===== config.mk =====
export PLATFORM = sky130hd
export DESIGN_NAME = calendar_clock_half_second_tick
export DESIGN_NICKNAME = d
export VERILOG_FILES = /design/src/design/cchst_pkg.sv /design/src/design/cchst_advance.sv /design/src/design/cchst_load_check.sv /design/src/design/calendar_clock_half_second_tick.sv
export SDC_FILE = /design/constraint.sdc
export NUM_CORES = 1
export LEC_CHECK = 0
export BUFFER_PORTS_ARGS = -buffer_cell sky130_fd_sc_hd__clkbuf_2
export CAP_MARGIN = 20
export CORE_MARGIN = 5
export CORE_UTILIZATION = 40
export DETAILED_ROUTE_END_ITERATION = 8
export MAX_ROUTING_LAYER = met4
export PLACE_DENSITY_LB_ADDON = 0.1
export RECOVER_POWER = 50
export SLEW_MARGIN = 15
export SYNTH_ARGS = -nofsm -noshare
export SYNTH_HDL_FRONTEND = slang
export SYNTH_SLANG_ARGS = --single-unit

===== constraint.sdc =====
create_clock -name aclk -period 13.5 [get_ports aclk]
set_input_delay 2.7 -clock aclk [delete_from_list [all_inputs] [get_ports aclk]]
set_output_delay 2.7 -clock aclk [all_outputs]
set_load 0.01 [all_outputs]

===== src/design/cchst_pkg.sv =====
package cchst_pkg;

    // field limits of the calendar
    localparam logic [5:0]  SECOND_MAX = 6'd59;
    localparam logic [5:0]  MINUTE_MAX = 6'd59;
    localparam logic [4:0]  HOUR_MAX   = 5'd23;
    localparam logic [3:0]  MONTH_MAX  = 4'd12;
    localparam logic [3:0]  MONTH_FEB  = 4'd2;
    localparam logic [11:0] YEAR_MIN   = 12'd2000;
    localparam logic [11:0] YEAR_MAX   = 12'd2099;

    // reset values of the clock
    localparam logic [4:0]  DAY_RESET   = 5'd1;
    localparam logic [3:0]  MONTH_RESET = 4'd1;
    localparam logic [11:0] YEAR_RESET  = 12'd2000;

    // request codes
    localparam logic REQ_TICK = 1'b0;
    localparam logic REQ_LOAD = 1'b1;

    // month lengths, january first
    localparam logic [4:0] MONTH_LEN [12] = '{
        5'd31, 5'd28, 5'd31, 5'd30, 5'd31, 5'd30,
        5'd31, 5'd31, 5'd30, 5'd31, 5'd30, 5'd31
    };
    localparam logic [4:0] DAYS_DEFAULT = 5'd31;

    // reciprocal of 25 for a 12-bit year: floor(y * 5243 / 2^17) == y / 25
    localparam logic [12:0] RECIP_25   = 13'd5243;
    localparam int          RECIP_SHIFT = 17;

    typedef struct packed {
        logic [5:0]  second;
        logic [5:0]  minute;
        logic [4:0]  hour;
        logic [4:0]  day;
        logic [3:0]  month;
        logic [11:0] year;
    } time_t;

    typedef struct packed {
        logic        req_type;
        logic [5:0]  set_second;
        logic [5:0]  set_minute;
        logic [4:0]  set_hour;
        logic [4:0]  set_day;
        logic [3:0]  set_month;
        logic [11:0] set_year;
    } in_item_t;

    typedef struct packed {
        logic [5:0]  second_now;
        logic [5:0]  minute_now;
        logic [4:0]  hour_now;
        logic [4:0]  day_now;
        logic [3:0]  month_now;
        logic [11:0] year_now;
        logic        second_advanced;
        logic        load_rejected;
    } out_item_t;

    // gregorian leap rule; given y % 4 == 0, y % 100 == 0 iff y % 25 == 0,
    // and y % 400 == 0 iff also y % 16 == 0
    function automatic logic is_leap(input logic [11:0] y);
        logic [24:0] prod;
        logic [7:0]  q;
        logic [12:0] back;
        logic        div25;
        prod  = {1'b0, y} * {12'd0, RECIP_25};
        q     = prod[RECIP_SHIFT +: 8];
        back  = {1'b0, q, 4'd0} + {2'b0, q, 3'd0} + {5'd0, q};
        div25 = (back == {1'b0, y});
        return (y[1:0] == 2'd0) && (!div25 || (y[3:0] == 4'd0));
    endfunction

    // length of a month in a given year
    function automatic logic [4:0] days_in(input logic [3:0] month, input logic [11:0] year);
        logic [3:0] idx;
        logic [4:0] d;
        idx = month - 4'd1;
        if (month == 4'd0 || month > MONTH_MAX) begin
            d = DAYS_DEFAULT;
        end else begin
            d = MONTH_LEN[idx];
            if (month == MONTH_FEB && is_leap(year)) begin
                d = d + 5'd1;
            end
        end
        return d;
    endfunction

endpackage


===== src/design/cchst_advance.sv =====
module cchst_advance
    import cchst_pkg::*;
(
    input  time_t       cur,
    input  logic [11:0] rollover_year,
    output time_t       nxt
);

    logic sec_wrap;
    logic min_wrap;
    logic hour_wrap;
    logic day_wrap;
    logic month_wrap;
    logic year_wrap;

    // carry chain from seconds up to the year
    always_comb begin
        sec_wrap   = (cur.second >= SECOND_MAX);
        min_wrap   = sec_wrap && (cur.minute >= MINUTE_MAX);
        hour_wrap  = min_wrap && (cur.hour >= HOUR_MAX);
        day_wrap   = hour_wrap && (cur.day >= days_in(cur.month, cur.year));
        month_wrap = day_wrap && (cur.month >= MONTH_MAX);
        year_wrap  = month_wrap && (cur.year >= YEAR_MAX);
    end

    // next value of each field
    always_comb begin
        nxt = cur;
        nxt.second = sec_wrap ? 6'd0 : cur.second + 6'd1;
        if (sec_wrap) begin
            nxt.minute = min_wrap ? 6'd0 : cur.minute + 6'd1;
        end
        if (min_wrap) begin
            nxt.hour = hour_wrap ? 5'd0 : cur.hour + 5'd1;
        end
        if (hour_wrap) begin
            nxt.day = day_wrap ? DAY_RESET : cur.day + 5'd1;
        end
        if (day_wrap) begin
            nxt.month = month_wrap ? MONTH_RESET : cur.month + 4'd1;
        end
        if (month_wrap) begin
            nxt.year = year_wrap ? rollover_year : cur.year + 12'd1;
        end
    end

endmodule


===== src/design/cchst_load_check.sv =====
module cchst_load_check
    import cchst_pkg::*;
(
    input  in_item_t item,
    output logic     load_ok
);

    logic time_ok;
    logic date_ok;

    // range check of every field, the day against its month
    always_comb begin
        time_ok = (item.set_second <= SECOND_MAX) && (item.set_minute <= MINUTE_MAX)
                  && (item.set_hour <= HOUR_MAX);
        date_ok = (item.set_month != 4'd0) && (item.set_month <= MONTH_MAX)
                  && (item.set_year >= YEAR_MIN) && (item.set_year <= YEAR_MAX)
                  && (item.set_day != 5'd0)
                  && (item.set_day <= days_in(item.set_month, item.set_year));
        load_ok = time_ok && date_ok;
    end

endmodule


===== src/design/calendar_clock_half_second_tick.sv =====
// Calendar clock fed by half-second ticks and load requests. Each input item
// gives exactly one result item holding the time after it; a new item is
// taken every cycle unless the output stalls, and its result passes through
// the input register, then the result register. The rate is set by the
// combinational carry chain from seconds to year with the leap-year check.
// A load is checked field by field and against the month length, and a
// refused load leaves the clock and its half-second phase as they were.
// The user must set the rollover year via cfg only while idle (unenforced).
module calendar_clock_half_second_tick
    import cchst_pkg::*;
(
    input  logic        aclk,
    input  logic        aresetn,
    input  logic        s_valid,
    output logic        s_ready,
    input  in_item_t    s_data,
    output logic        m_valid,
    input  logic        m_ready,
    output out_item_t   m_data,
    input  logic        cfg_valid,
    output logic        cfg_ready,
    input  logic [11:0] cfg_data
);

    in_item_t    in_reg;
    logic        in_valid_reg;
    out_item_t   out_reg;
    logic        out_valid_reg;
    time_t       time_reg;
    time_t       time_next;
    logic        phase_reg;
    logic        phase_next;
    logic [11:0] rollover_year_reg;
    time_t       time_adv;
    time_t       time_load;
    logic        load_ok;
    logic        advance;
    logic        adv_flag;
    logic        rej_flag;

    // handshake: the item in the input register moves on when the result slot frees
    assign advance   = in_valid_reg && (!out_valid_reg || m_ready);
    assign s_ready   = !in_valid_reg || advance;
    assign m_valid   = out_valid_reg;
    assign m_data    = out_reg;
    assign cfg_ready = 1'b1;

    cchst_advance u_advance (
        .cur           (time_reg),
        .rollover_year (rollover_year_reg),
        .nxt           (time_adv)
    );

    cchst_load_check u_load_check (
        .item    (in_reg),
        .load_ok (load_ok)
    );

    // time from the load fields
    always_comb begin
        time_load.second = in_reg.set_second;
        time_load.minute = in_reg.set_minute;
        time_load.hour   = in_reg.set_hour;
        time_load.day    = in_reg.set_day;
        time_load.month  = in_reg.set_month;
        time_load.year   = in_reg.set_year;
    end

    // next state for the item in the input register
    always_comb begin
        time_next  = time_reg;
        phase_next = phase_reg;
        adv_flag   = 1'b0;
        rej_flag   = 1'b0;
        if (in_reg.req_type == REQ_TICK) begin
            phase_next = ~phase_reg;
            if (phase_reg) begin
                time_next = time_adv;
                adv_flag  = 1'b1;
            end
        end else if (load_ok) begin
            time_next  = time_load;
            phase_next = 1'b0;
        end else begin
            rej_flag = 1'b1;
        end
    end

    // control and state registers
    always_ff @(posedge aclk) begin
        if (!aresetn) begin
            in_valid_reg      <= 1'b0;
            out_valid_reg     <= 1'b0;
            phase_reg         <= 1'b0;
            time_reg.second   <= 6'd0;
            time_reg.minute   <= 6'd0;
            time_reg.hour     <= 5'd0;
            time_reg.day      <= DAY_RESET;
            time_reg.month    <= MONTH_RESET;
            time_reg.year     <= YEAR_RESET;
            rollover_year_reg <= YEAR_RESET;
        end else begin
            if (s_ready) begin
                in_valid_reg <= s_valid;
            end
            if (advance) begin
                out_valid_reg <= 1'b1;
                time_reg      <= time_next;
                phase_reg     <= phase_next;
            end else if (m_ready) begin
                out_valid_reg <= 1'b0;
            end
            if (cfg_valid) begin
                rollover_year_reg <= cfg_data;
            end
        end
    end

    // payload registers
    always_ff @(posedge aclk) begin
        if (s_ready && s_valid) begin
            in_reg <= s_data;
        end
        if (advance) begin
            out_reg.second_now      <= time_next.second;
            out_reg.minute_now      <= time_next.minute;
            out_reg.hour_now        <= time_next.hour;
            out_reg.day_now         <= time_next.day;
            out_reg.month_now       <= time_next.month;
            out_reg.year_now        <= time_next.year;
            out_reg.second_advanced <= adv_flag;
            out_reg.load_rejected   <= rej_flag;
        end
    end

    // a refused load leaves clock and phase untouched
    assert property (@(posedge aclk) disable iff (!aresetn)
        (advance && in_reg.req_type == REQ_LOAD && !load_ok)
            |=> ($stable(time_reg) && $stable(phase_reg)))
        else $error("refused load changed the clock");

    // the second tick of a pair reports an advance
    assert property (@(posedge aclk) disable iff (!aresetn)
        (advance && in_reg.req_type == REQ_TICK && phase_reg)
            |=> (m_valid && m_data.second_advanced && !m_data.load_rejected))
        else $error("second tick did not advance the clock");

    // input stalls only when both stages hold an item and the output waits
    assert property (@(posedge aclk) disable iff (!aresetn)
        !s_ready |-> (in_valid_reg && m_valid && !m_ready))
        else $error("input stalled without back-pressure");

endmodule

* After elaboration in Yosys (flattened, before gate mapping)
Memory sizes are Yosys's and may differ from the RTL's.
Index checks and enable logic that the tools add are counted.
** Cells by class
- Bitwise operators :: 3
- Add/sub/neg operators :: 14
- Magnitude comparators :: 17
- Reductions and logical operators :: 39
- Equality and inequality tests :: 5
- Multipliers :: 2
- Multiplexer cells :: 28
** Operators with widths (number)
- 38-bit two-way mux :: 3
- 5-bit two-way mux :: 12
- 12-bit by 13-bit multiplier with 25-bit output, second input constant :: 2
- 12-bit by 11-bit adder with 13-bit output :: 2
- 13-bit by 8-bit adder with 13-bit output :: 2
- 13-bit by 12-bit == test with 1-bit output :: 2
- 12-bit two-way mux :: 2
- 5-bit by 1-bit adder with 5-bit output, second input constant :: 4
- 1-bit logical AND :: 19
- 6-bit two-way mux :: 3
- 4-bit logical NOT :: 4
- 5-bit >= comparator, second input constant :: 3
- 12-bit by 1-bit adder with 12-bit output, second input constant :: 1
- 6-bit by 1-bit adder with 6-bit output, second input constant :: 2
- 12-bit by 11-bit >= comparator with 1-bit output, second input constant :: 1
- 12-bit >= comparator, second input constant :: 1
- 6-bit >= comparator, second input constant :: 2
- 12-bit <= comparator, second input constant :: 1
- 6-bit <= comparator, second input constant :: 2
- 4-bit inverter with 5-bit output :: 2
- 4-bit by 2-bit == test with 1-bit output, second input constant :: 2
- 4-bit greater-than comparator, second input constant :: 2
- 4-bit two-way mux :: 2
- 4-bit by 1-bit subtractor with 4-bit output, second input constant :: 2
- 16 further kinds :: 30
** Storage, ports and cells
- Logic and storage cells :: 135
- Output and inout bits :: 43
- Input port bits :: 56
- Memories kept :: 2
- Memory bits (read-only) :: 160
- Register bits after elaboration :: 132
** Memory list
- (name not given) :: words 16, width 5, read ports 1, clocked after memory_dff 0, write ports 0, line cchst_pkg.sv:84 : d = MONTH_LEN[idx];
- (name not given) :: words 16, width 5, read ports 1, clocked after memory_dff 0, write ports 0, line cchst_pkg.sv:84

* Depth between registers and ports, before layout
Gate-level depths: netlist of run 1.
- Depth in word-level cells :: 18
- Gate-level depth with buffers :: 47
- Depth with buffers taken out :: 43

* By module
A second synthesis of run 1 with hierarchy kept.
** Second synthesis, totals
- Cells, all modules :: 1315
- Area, all modules :: 13357.8 sq um
** Modules (own cells, without submodules)
- calendar_clock_half_second_tick :: cells each 335, area each 4963.5 sq um, instances 1, sequential area each 3433.3 sq um
- cchst_advance :: cells each 583, area each 4693.3 sq um, instances 1, sequential area each 0.0 sq um
- cchst_load_check :: cells each 397, area each 3701.0 sq um, instances 1, sequential area each 0.0 sq um

* Worst setup path before layout of run 1
OpenSTA, ideal clock, no wires.
- Path kind :: flip-flop to flip-flop
- Start point :: register time_reg[8] (netlist name)
- End point :: register out_reg, in the netlist m_data[9], data pin
- Setup slack :: 2.914 ns
- Stages on the path, launching flop included :: 47
- Library setup time :: 0.273 ns
- Arrival time :: 10.313 ns
- Path through :: dfxtp_1 clkbuf_1 inv_1 fa_1 inv_1 fa_1 inv_1 fa_1 inv_1 fa_1 inv_1 fa_1 inv_1 ha_1 and3_1 o211ai_1 a211oi_1 a221o_1 [... 11 more ...] nor4_2 o21ai_1 or4b_4 o31ai_4 xnor2_1 nand2b_1 ha_1 nand2b_1 a21o_1 a21o_1 a21o_1 a21oi_1 or3_1 clkbuf_1 buf_2 mux2i_1 a22o_1 mux2i_1
** RTL lines
- start: declaration :: line calendar_clock_half_second_tick.sv:29 : time_t time_reg;
- start signal: assignment :: line calendar_clock_half_second_tick.sv:108 : time_reg <= time_next;
- end: declaration :: line calendar_clock_half_second_tick.sv:27 : out_item_t out_reg;

==> reports/metrics.cfg, run 1 <==
[setup_path]
start_kind=flip-flop
crit_cells=44
slowest_delay_ns=0.62
crit_buf_inv=9
crit_top_cell=inv_1
cp_max_fo=15
path_class=reg -> reg
rr_worst_depth=44
r2r-start=time_reg[6]
worstSetupEndpoint=m_data[7]
worstSetupStartpoint=time_reg[6]
path_delay_family=adder cells
worst_r2r_endpoint=m_data[7]
reg2reg_slack_ns=1.77
cp-end-kind=flip-flop
cp_slowest_cell=dfxtp_1
cp_data_required_time_ns=13.61
worstPathArrival_ns=11.84

[yosys]
ys_types=84
avgSynthCellArea_um2=10.0
async_flop_share_pct=0
synth-edff-count=79
synth_top_cell_area_share_pct=20.5
synthesis.area_um2=13300
yosys-top-cells-area=ha_1, edfxtp_1, fa_1, dfxtp_1, inv_1
yosys_register_bits=132
syn_nets=1699
synth_top_cell_by_area=ha_1
ys_seq_area_share_pct=25.8
synth_ff_type=edfxtp_1
ys_warn_count=0
syn_inst=1327

[layout]
final_cell_mix=inv_1, ha_1, fa_1, edfxtp_1, clkbuf_2
largest_reg_flops=40
final_common_cell=inv_1
finalNonFillerCells=1868
num-nets-final=1785
drive_gt1_share_pct=8.27
antenna_cells=0
syn2layout_area_growth_pct=11.5
nFillCells=3202

[place]
gp_congestion=0.849
dpl_worst_slack_ns=1.85
numPortBuffers=97
placedCellCount=1835
hpwl_um=27800

[cts]
cts_tree=built
clk_pin_slew_ns=0.06
cts_hold_buf=0
ctsHtreeMaxLevel=4
cts.sink_count=132
clock_latency_ns=0.44
clk_path_buf_depth=2
ctsResizeCount=0
cts_made_buffers=17
post_cts_buffers=0
cts_root_buf=clkbuf_16

[timing]
skew_ns=0.0122
rsz0062_at_grt=no
drv_slew=138
period_share_pct=86.9
max_freq_ghz=0.0853
hold_viol=0
setup_viol=0
fin_ws_ns=1.77
worst_slew_pin_slew_ns=2.65
holdWs_ns=0.493
relSlewSlack_pct=-76.5
layout_min_cycle_time_ns=11.73
fin_tns_setup_ns=0

[floorplanning]
die_h_um=192
ios=99
initial_core_util_pct=40.6
die_area_um2=37000
floorplan.core_area_um2=32700
rows=66
fp.dieW_um=192

[routing]
wirelength_um=35000
vias=9864
first_pass_iters=5
dr.max_layer_used=met4
m1WireLength_um=17000
drtIter0Drc=650
remaining_drc_errors=0
wl_per_cell_um=18.8
vias_per_cell=5.28
wl_met2_um=15800
final_antenna_net_count=0
wl_met3_um=1460

[grt]
grt_overflow=0
grt_use_total_pct=19.9
antenna_found_initial=0
grt_first_pass_wirelength_um=55300
grt_max_degree=76
grt_pass1_vias=9887

[power_and_ir_drop]
peakVddDrop_uv=162
powerDensity_nw_per_um2=187
leakage_nw=6.95

[worst_hold_path]
min_path_type=reg -> reg
min_from=time_reg[25]

[flow_run]
max_cap_violations=3

[status]
failed_checks=capacitance limit, slew limit
status=complete, but fails checks

==> Yosys cell counts, types with 4 or more instances <==
master,count
clkbuf_1,31
o31ai_1,6
a32o_1,5
mux2_1,4
nand2b_1,10
dfxtp_1,53
nand2_1,61
xor2_1,16
nor4_1,11
nand4_1,10
nor3b_1,9
o22ai_1,8
inv_1,223
or3_1,4
a31oi_1,10
a221oi_1,7
o21a_1,11
and2_1,9
o21bai_1,7
fa_1,98
and4_1,4
o21ai_0,45
a221o_1,16
o21ba_1,16
a211oi_1,5
edfxtp_1,79
a21oi_1,50
o211ai_1,5
nand3_1,23
nor2_1,41
xnor2_1,33
mux2i_1,35
and3_1,13
nor3_1,18
o21ai_1,16
buf_2,4
a21o_1,18
nor2b_1,16
ha_1,218
a22o_1,4
==> power by group <==
| part | switching [mW] | internal (mW) | total (mW) |
|---|---|---|---|
| Sequential | 0.0295 | 0.452 | 0.481 |
| Clock | 0.201 | 0.303 | 0.504 |
| Combinational | 0.976 | 0.811 | 1.79 |
==> layer usage <==
metal / GRT usage (%) / up-vias
met5: - / -
met4: 5.57 / 0
met3: 3.26 / 37
met2: 30.0 / 203
met1: 27.9 / 4755
li1: - / 4869
==> worst min-delay path by stage <==
stage          cells after the start  slack (ns)                    end
6_report                           2        0.49           time_reg[25]
5_1_grt                            2        0.53           time_reg[25]
4_1_cts                            2        0.49           time_reg[25]
3_5_place_dp                       2        0.48           time_reg[25]
3_3_place_gp                       2        0.49           time_reg[25]
2_1_floorplan                      2        0.43  rollover_year_reg[10]
==> layout make-up <==
class	count	area [um^2]	share of cell area, %
Timing Repair Buffer	106	499	3.37
Sequential cell	132	3430	23.2
Clock buffer	19	453	3.06
Multi-Input combinational cell	932	8860	59.8
Clock inverter	13	171	1.16
Tap cell	442	553	3.73
Inverter	224	841	5.68
==> kinds of logic (layout without fill, tap and decap cells) <==
family / after synthesis / after routing / synth area share (%)
adders and majority gates: 316 / 316 / 35.3
buffers and inverters: 263 / 362 / 7.52
DFF: 132 / 132 / 25.8
xor gates and xnor gates: 51 / 51 / 3.57
muxes: 41 / 41 / 3.14
and+or+nand+nor: 247 / 247 / 9.81
AOI/OAI and AO/OA: 276 / 276 / 14.8
other: 1 / 1 / 0.0282
==> worst reg2reg max path: cells and delay by family, from the launching register on <==
family	cells	cell delay (ns)
AOI/OAI and AO/OA	14	2.59
and+or+nand+nor	7	2.23
muxes	1	0.38
DFF	1	0.62
adders and majority gates	9	4.10
xor gates and xnor gates	4	0.59
buffers and inverters	9	0.88
==> metrics by stage <==
step	total power, mW	area, um^2	util (%)
CTS	2.81	14900	45.4
floorplan	1.92	13300	-
global route	3.08	14800	45.3
global placement	2.27	14200	43.5
detailed placement	2.28	14200	43.5
finish	2.77	14800	45.3
No activity file was read; power rests on OpenSTA's default activity.
==> run 2, diff against run 1 <==
--- a/config.mk
+++ b/config.mk
@@ -12,7 +12,6 @@
 export DETAILED_ROUTE_END_ITERATION = 8
 export MAX_ROUTING_LAYER = met4
 export PLACE_DENSITY_LB_ADDON = 0.1
-export RECOVER_POWER = 50
 export SLEW_MARGIN = 15
 export SYNTH_ARGS = -nofsm -noshare
 export SYNTH_HDL_FRONTEND = slang
==> reports/metrics.cfg, run 2 (synthesis results as in run 1) <==
[status]
status=complete, no violations  ; was complete, but fails checks

[flow_run]
max_cap_violations=0  ; was 3

[setup_path]
crit_buf_inv=9  ; unchanged
worstPathArrival_ns=11.82  ; was 11.84 ns
cp_slowest_cell=dfxtp_1  ; unchanged
cp_max_fo=15  ; unchanged
worstSetupEndpoint=m_data[7]  ; unchanged
cp_data_required_time_ns=13.67  ; was 13.61 ns
crit_top_cell=inv_1  ; unchanged
worst_r2r_endpoint=m_data[7]  ; unchanged
path_delay_family=adder cells  ; unchanged
path_class=reg -> reg  ; unchanged
rr_worst_depth=44  ; unchanged
crit_cells=44  ; unchanged
r2r-start=time_reg[6]  ; unchanged
worstSetupStartpoint=time_reg[6]  ; unchanged
slowest_delay_ns=0.62  ; about the same
reg2reg_slack_ns=1.85  ; was 1.77 ns
start_kind=flip-flop  ; unchanged
cp-end-kind=flip-flop  ; unchanged

[routing]
wl_per_cell_um=18.8  ; about the same
drtIter0Drc=620  ; was 650
wirelength_um=35100  ; was 35000 um
vias=9915  ; was 9864
first_pass_iters=5  ; unchanged
vias_per_cell=5.31  ; was 5.28
remaining_drc_errors=0  ; unchanged
final_antenna_net_count=0  ; unchanged

[layout]
num-nets-final=1785  ; unchanged
final_cell_mix=inv_1, ha_1, fa_1, clkbuf_2, edfxtp_1  ; was inv_1, ha_1, fa_1, edfxtp_1, clkbuf_2
nFillCells=3174  ; was 3202
syn2layout_area_growth_pct=12.0  ; was 11.5%
drive_gt1_share_pct=10.9  ; was 8.27%
finalNonFillerCells=1868  ; unchanged
antenna_cells=0  ; unchanged
final_common_cell=inv_1  ; unchanged
largest_reg_flops=40  ; unchanged

[floorplanning]
ios=99  ; unchanged
initial_core_util_pct=40.6  ; unchanged
die_h_um=192  ; unchanged
floorplan.core_area_um2=32700  ; unchanged
fp.dieW_um=192  ; unchanged
rows=66  ; unchanged
die_area_um2=37000  ; unchanged

[timing]
relSlewSlack_pct=41.3  ; was -76.5%
drv_slew=0  ; was 138
skew_ns=0.0114  ; was 0.0122 ns
layout_min_cycle_time_ns=11.65  ; was 11.73 ns
setup_viol=0  ; unchanged
hold_viol=0  ; unchanged
fin_tns_setup_ns=0  ; unchanged
max_freq_ghz=0.0859  ; was 0.0853 GHz
period_share_pct=86.3  ; was 86.9%
rsz0062_at_grt=no  ; unchanged
worst_slew_pin_slew_ns=0.879  ; was 2.65 ns

[grt]
grt_max_degree=76  ; unchanged
grt_use_total_pct=19.9  ; unchanged
grt_pass1_vias=9887  ; unchanged
grt_overflow=0  ; unchanged
antenna_found_initial=0  ; unchanged
grt_first_pass_wirelength_um=55300  ; unchanged

[cts]
cts.sink_count=132  ; unchanged
clk_path_buf_depth=2  ; unchanged
ctsResizeCount=0  ; unchanged
cts_hold_buf=0  ; unchanged
cts_made_buffers=17  ; unchanged
cts_tree=built  ; unchanged
clock_latency_ns=0.44  ; about the same
post_cts_buffers=0  ; unchanged
cts_root_buf=clkbuf_16  ; unchanged
ctsHtreeMaxLevel=4  ; unchanged
clk_pin_slew_ns=0.06  ; about the same

[power_and_ir_drop]
leakage_nw=7.06  ; was 6.95 nW
seqPwrFrac_pct=17.4  ; about the same
p_comb_share_pct=64.5  ; about the same
switching_share_pct=43.5  ; about the same
peakVddDrop_uv=162  ; about the same
p_int_mw=1.57  ; about the same
powerDensity_nw_per_um2=186  ; was 187 nW/um^2
p_clk_share_pct=18.1  ; was 18.2%
net-switching-power_mw=1.20  ; was 1.21 mW

[place]
gp_congestion=0.849  ; unchanged
numPortBuffers=97  ; unchanged
hpwl_um=27800  ; unchanged
placedCellCount=1835  ; unchanged

[worst_hold_path]
min_path_type=reg -> reg  ; unchanged

-- run 2: cell type report --
type	instances	area, um^2	area share, %
flip-flops and latches	132	3430	23.1
multi-input cells	932	8860	59.5
inverters	224	841	5.65
clock inverters	13	171	1.15
clock buffers	19	453	3.04
well taps	442	553	3.71
repair buffers	106	573	3.85
-- run 2: worst min path at each step --
stage | startpoint | end | slack, ns | cells past startpoint
2_1_floorplan | rollover_year_reg[10] | rollover_year_reg[10] | 0.43 | 2
3_3_place_gp | time_reg[25] | time_reg[25] | 0.49 | 2
3_5_place_dp | time_reg[25] | time_reg[25] | 0.48 | 2
4_1_cts | time_reg[25] | time_reg[25] | 0.49 | 2
5_1_grt | time_reg[25] | time_reg[25] | 0.53 | 2
6_report | time_reg[25] | time_reg[25] | 0.49 | 2
-- run 2: metrics by stage --
stage / total power, mW / cell area [um^2] / util [%] / worst slack (ns) / hold slack, ns
floorplan: 1.92 / 13300 / - / 2.91 / 0.434
global placement: 2.27 / 14200 / 43.5 / 2.10 / 0.486
detailed placement: 2.28 / 14200 / 43.5 / 1.85 / 0.483
CTS: 2.81 / 14900 / 45.4 / 1.84 / 0.494
global route: 3.08 / 14900 / 45.5 / 1.22 / 0.532
finish: 2.77 / 14900 / 45.5 / 1.85 / 0.495
-- run 2: worst reg2reg max path: cells and delay by family (launching register included) --
family	cells	cell delay (ns)
xor gates and xnor gates	4	0.58
and+or+nand+nor	7	2.24
DFF	1	0.62
muxes	1	0.38
adders and majority gates	9	4.10
buffers and inverters	9	0.87
AOI/OAI and AO/OA	14	2.59
-- run 2: power by group through the flow --
stage	Sequential [mW]	Clock (mW)	Combinational, mW
after global routing	0.484	0.536	2.06
final	0.481	0.503	1.79
after CTS	0.481	0.517	1.82
after global placement	0.490	0	1.78
after detailed placement	0.490	0	1.79
after floorplan	0.478	0	1.44
-- run 2: layer usage --
layer / track usage [%] / wire length [um] / part of all wire [%] / up-vias
met5: - / 0 / 0 / -
met1: 27.9 / 17100 / 49 / 4782
met2: 30.0 / 15800 / 45 / 232
li1: - / - / - / 4864
met4: 5.57 / 743 / 2.1 / 0
met3: 3.26 / 1440 / 4.1 / 37
==> run 3, diff against run 2 <==
--- a/config.mk
+++ b/config.mk
@@ -7,8 +7,9 @@
 export LEC_CHECK = 0
 export BUFFER_PORTS_ARGS = -buffer_cell sky130_fd_sc_hd__clkbuf_2
 export CAP_MARGIN = 20
-export CORE_MARGIN = 5
+export CORE_MARGIN = 8
 export CORE_UTILIZATION = 40
+export CTS_CLUSTER_SIZE = 30
 export DETAILED_ROUTE_END_ITERATION = 8
 export MAX_ROUTING_LAYER = met4
 export PLACE_DENSITY_LB_ADDON = 0.1
==> reports/metrics.cfg, run 3 (synthesis results as in run 1) <==
[cts]
ctsResizeCount=0  ; unchanged
cts_root_buf=clkbuf_16  ; unchanged
cts.sink_count=132  ; unchanged
cts_made_buffers=17  ; unchanged
post_cts_buffers=0  ; unchanged
clk_pin_slew_ns=0.06  ; about the same
ctsHtreeMaxLevel=4  ; unchanged
cts_tree=built  ; unchanged
clk_path_buf_depth=2  ; unchanged
clock_latency_ns=0.44  ; about the same
cts_hold_buf=0  ; unchanged

[layout]
antenna_cells=0  ; unchanged
seqCellArea_um2=3430  ; unchanged
syn2layout_area_growth_pct=11.9  ; was 12.0%
design_area_um2=14900  ; about the same
largest_reg_flops=40  ; unchanged
drive_gt1_share_pct=10.7  ; was 10.9%
num-nets-final=1785  ; unchanged
final_cell_mix=inv_1, ha_1, fa_1, clkbuf_2, edfxtp_1  ; unchanged
multi_input_area_um2=8860  ; unchanged
final_common_cell=inv_1  ; unchanged
nFillCells=3128  ; was 3174

[setup_path]
crit_top_cell=inv_1  ; unchanged
slowest_delay_ns=0.60  ; was 0.62 ns
worstPathArrival_ns=11.80  ; was 11.82 ns
cp_max_fo=15  ; unchanged
cp_data_required_time_ns=13.67  ; about the same
cp_slowest_cell=dfxtp_1  ; unchanged
start_kind=flip-flop  ; unchanged
path_class=reg -> reg  ; unchanged
cp-end-kind=flip-flop  ; unchanged

[routing]
remaining_drc_errors=0  ; unchanged
vias_per_cell=5.29  ; was 5.31
drtIter0Drc=609  ; was 620
first_pass_iters=5  ; unchanged
wl_per_cell_um=19.0  ; was 18.8 um
wirelength_um=35500  ; was 35100 um
vias=9886  ; was 9915
final_antenna_net_count=0  ; unchanged

[grt]
grt_max_degree=72  ; was 76
grt_first_pass_wirelength_um=56900  ; was 55300 um
grt_pass1_vias=10100  ; was 9887
antenna_found_initial=1  ; was 0
grt_use_total_pct=19.1  ; was 19.9%
grt_overflow=0  ; unchanged

[place]
hpwl_um=28100  ; was 27800 um
numPortBuffers=97  ; unchanged
dpl_cell_area_um2=14200  ; about the same
gp_congestion=0.857  ; was 0.849

[worst_hold_path]
min_path_type=reg -> reg  ; unchanged

[floorplanning]
rows=66  ; unchanged
die_area_um2=39300  ; was 37000 um^2
ios=99  ; unchanged
initial_core_util_pct=40.7  ; was 40.6%
floorplan.core_area_um2=32600  ; was 32700 um^2
fp.dieW_um=198  ; was 192 um
die_h_um=198  ; was 192 um

[timing]
hold_viol=0  ; unchanged
max_freq_ghz=0.0860  ; was 0.0859 GHz
rsz0062_at_grt=no  ; unchanged
setup_viol=0  ; unchanged
drv_slew=0  ; unchanged
skew_ns=0.0139  ; was 0.0114 ns
period_share_pct=86.2  ; was 86.3%
worst_slew_pin_slew_ns=0.924  ; was 0.879 ns
fin_tns_setup_ns=0  ; unchanged
holdWs_ns=0.506  ; was 0.495 ns
relSlewSlack_pct=38.3  ; was 41.3%
layout_min_cycle_time_ns=11.63  ; was 11.65 ns

[power_and_ir_drop]
total_power_mw=2.78  ; was 2.77 mW
leakage_nw=7.05  ; was 7.06 nW
peakVddDrop_uv=152  ; was 162 uV
powerDensity_nw_per_um2=187  ; was 186 nW/um^2

[status]
status=complete, no violations  ; unchanged

[flow_run]
max_cap_violations=0  ; unchanged

==> run 3: routing by layer <==
layer | GRT usage, % | vias up | part of all wire (%)
met5 | - | - | 0
met4 | 4.81 | 0 | 1.2
met3 | 2.05 | 30 | 3.6
met2 | 29.2 | 214 | 45
met1 | 26.6 | 4787 | 50
li1 | - | 4855 | -
==> run 3: worst max-delay path: cells and delay by family (launching register included) <==
| family | cells | cell delay, ns |
|---|---|---|
| AO/OA/AOI/OAI | 14 | 2.51 |
| XOR/XNOR | 4 | 0.59 |
| adder cells (fa/ha/maj) | 9 | 4.11 |
| buffers and inverters | 9 | 0.87 |
| flip-flops | 1 | 0.60 |
| multiplexers | 1 | 0.39 |
| AND/OR/NAND/NOR | 7 | 2.27 |
==> run 3: report_power, final <==
part / internal [mW] / leakage (nW) / switching [mW]
Clock: 0.305 / 0.301 / 0.194
Sequential: 0.452 / 1.18 / 0.0295
Combinational: 0.817 / 5.58 / 0.986
Total: 1.57 / 7.05 / 1.21
==> run 3: final cells by class <==
class                           count  share of cell area (%)
Clock buffer                       23                    3.43
Clock inverter                      9                   0.766
Inverter                          224                    5.65
Multi-Input combinational cell    932                    59.6
Sequential cell                   132                    23.1
Tap cell                          442                    3.72
Timing Repair Buffer              106                    3.72
==> run 3: path summary, 6_finish.rpt <==
| path | startpoint | to | slack, ns | depth (start not counted) |
|---|---|---|---|---|
| max | time_reg[6] | m_data[7] | 1.87 | 44 |
| min | time_reg[25] | time_reg[25] | 0.51 | 2 |
| max reg2reg | time_reg[6] | m_data[7] | 1.87 | 44 |
| min reg2reg | time_reg[25] | time_reg[25] | 0.51 | 2 |
==> run 3: stage by stage <==
step | instances | setup WS, ns | utilization (%)
after floorplan | 1327 | 2.91 | -
after global placement | 1836 | 2.03 | 43.7
after detailed placement | 1836 | 1.84 | 43.7
after CTS | 1868 | 1.81 | 45.6
after global routing | 1868 | 1.11 | 45.6
final | 1868 | 1.87 | 45.6
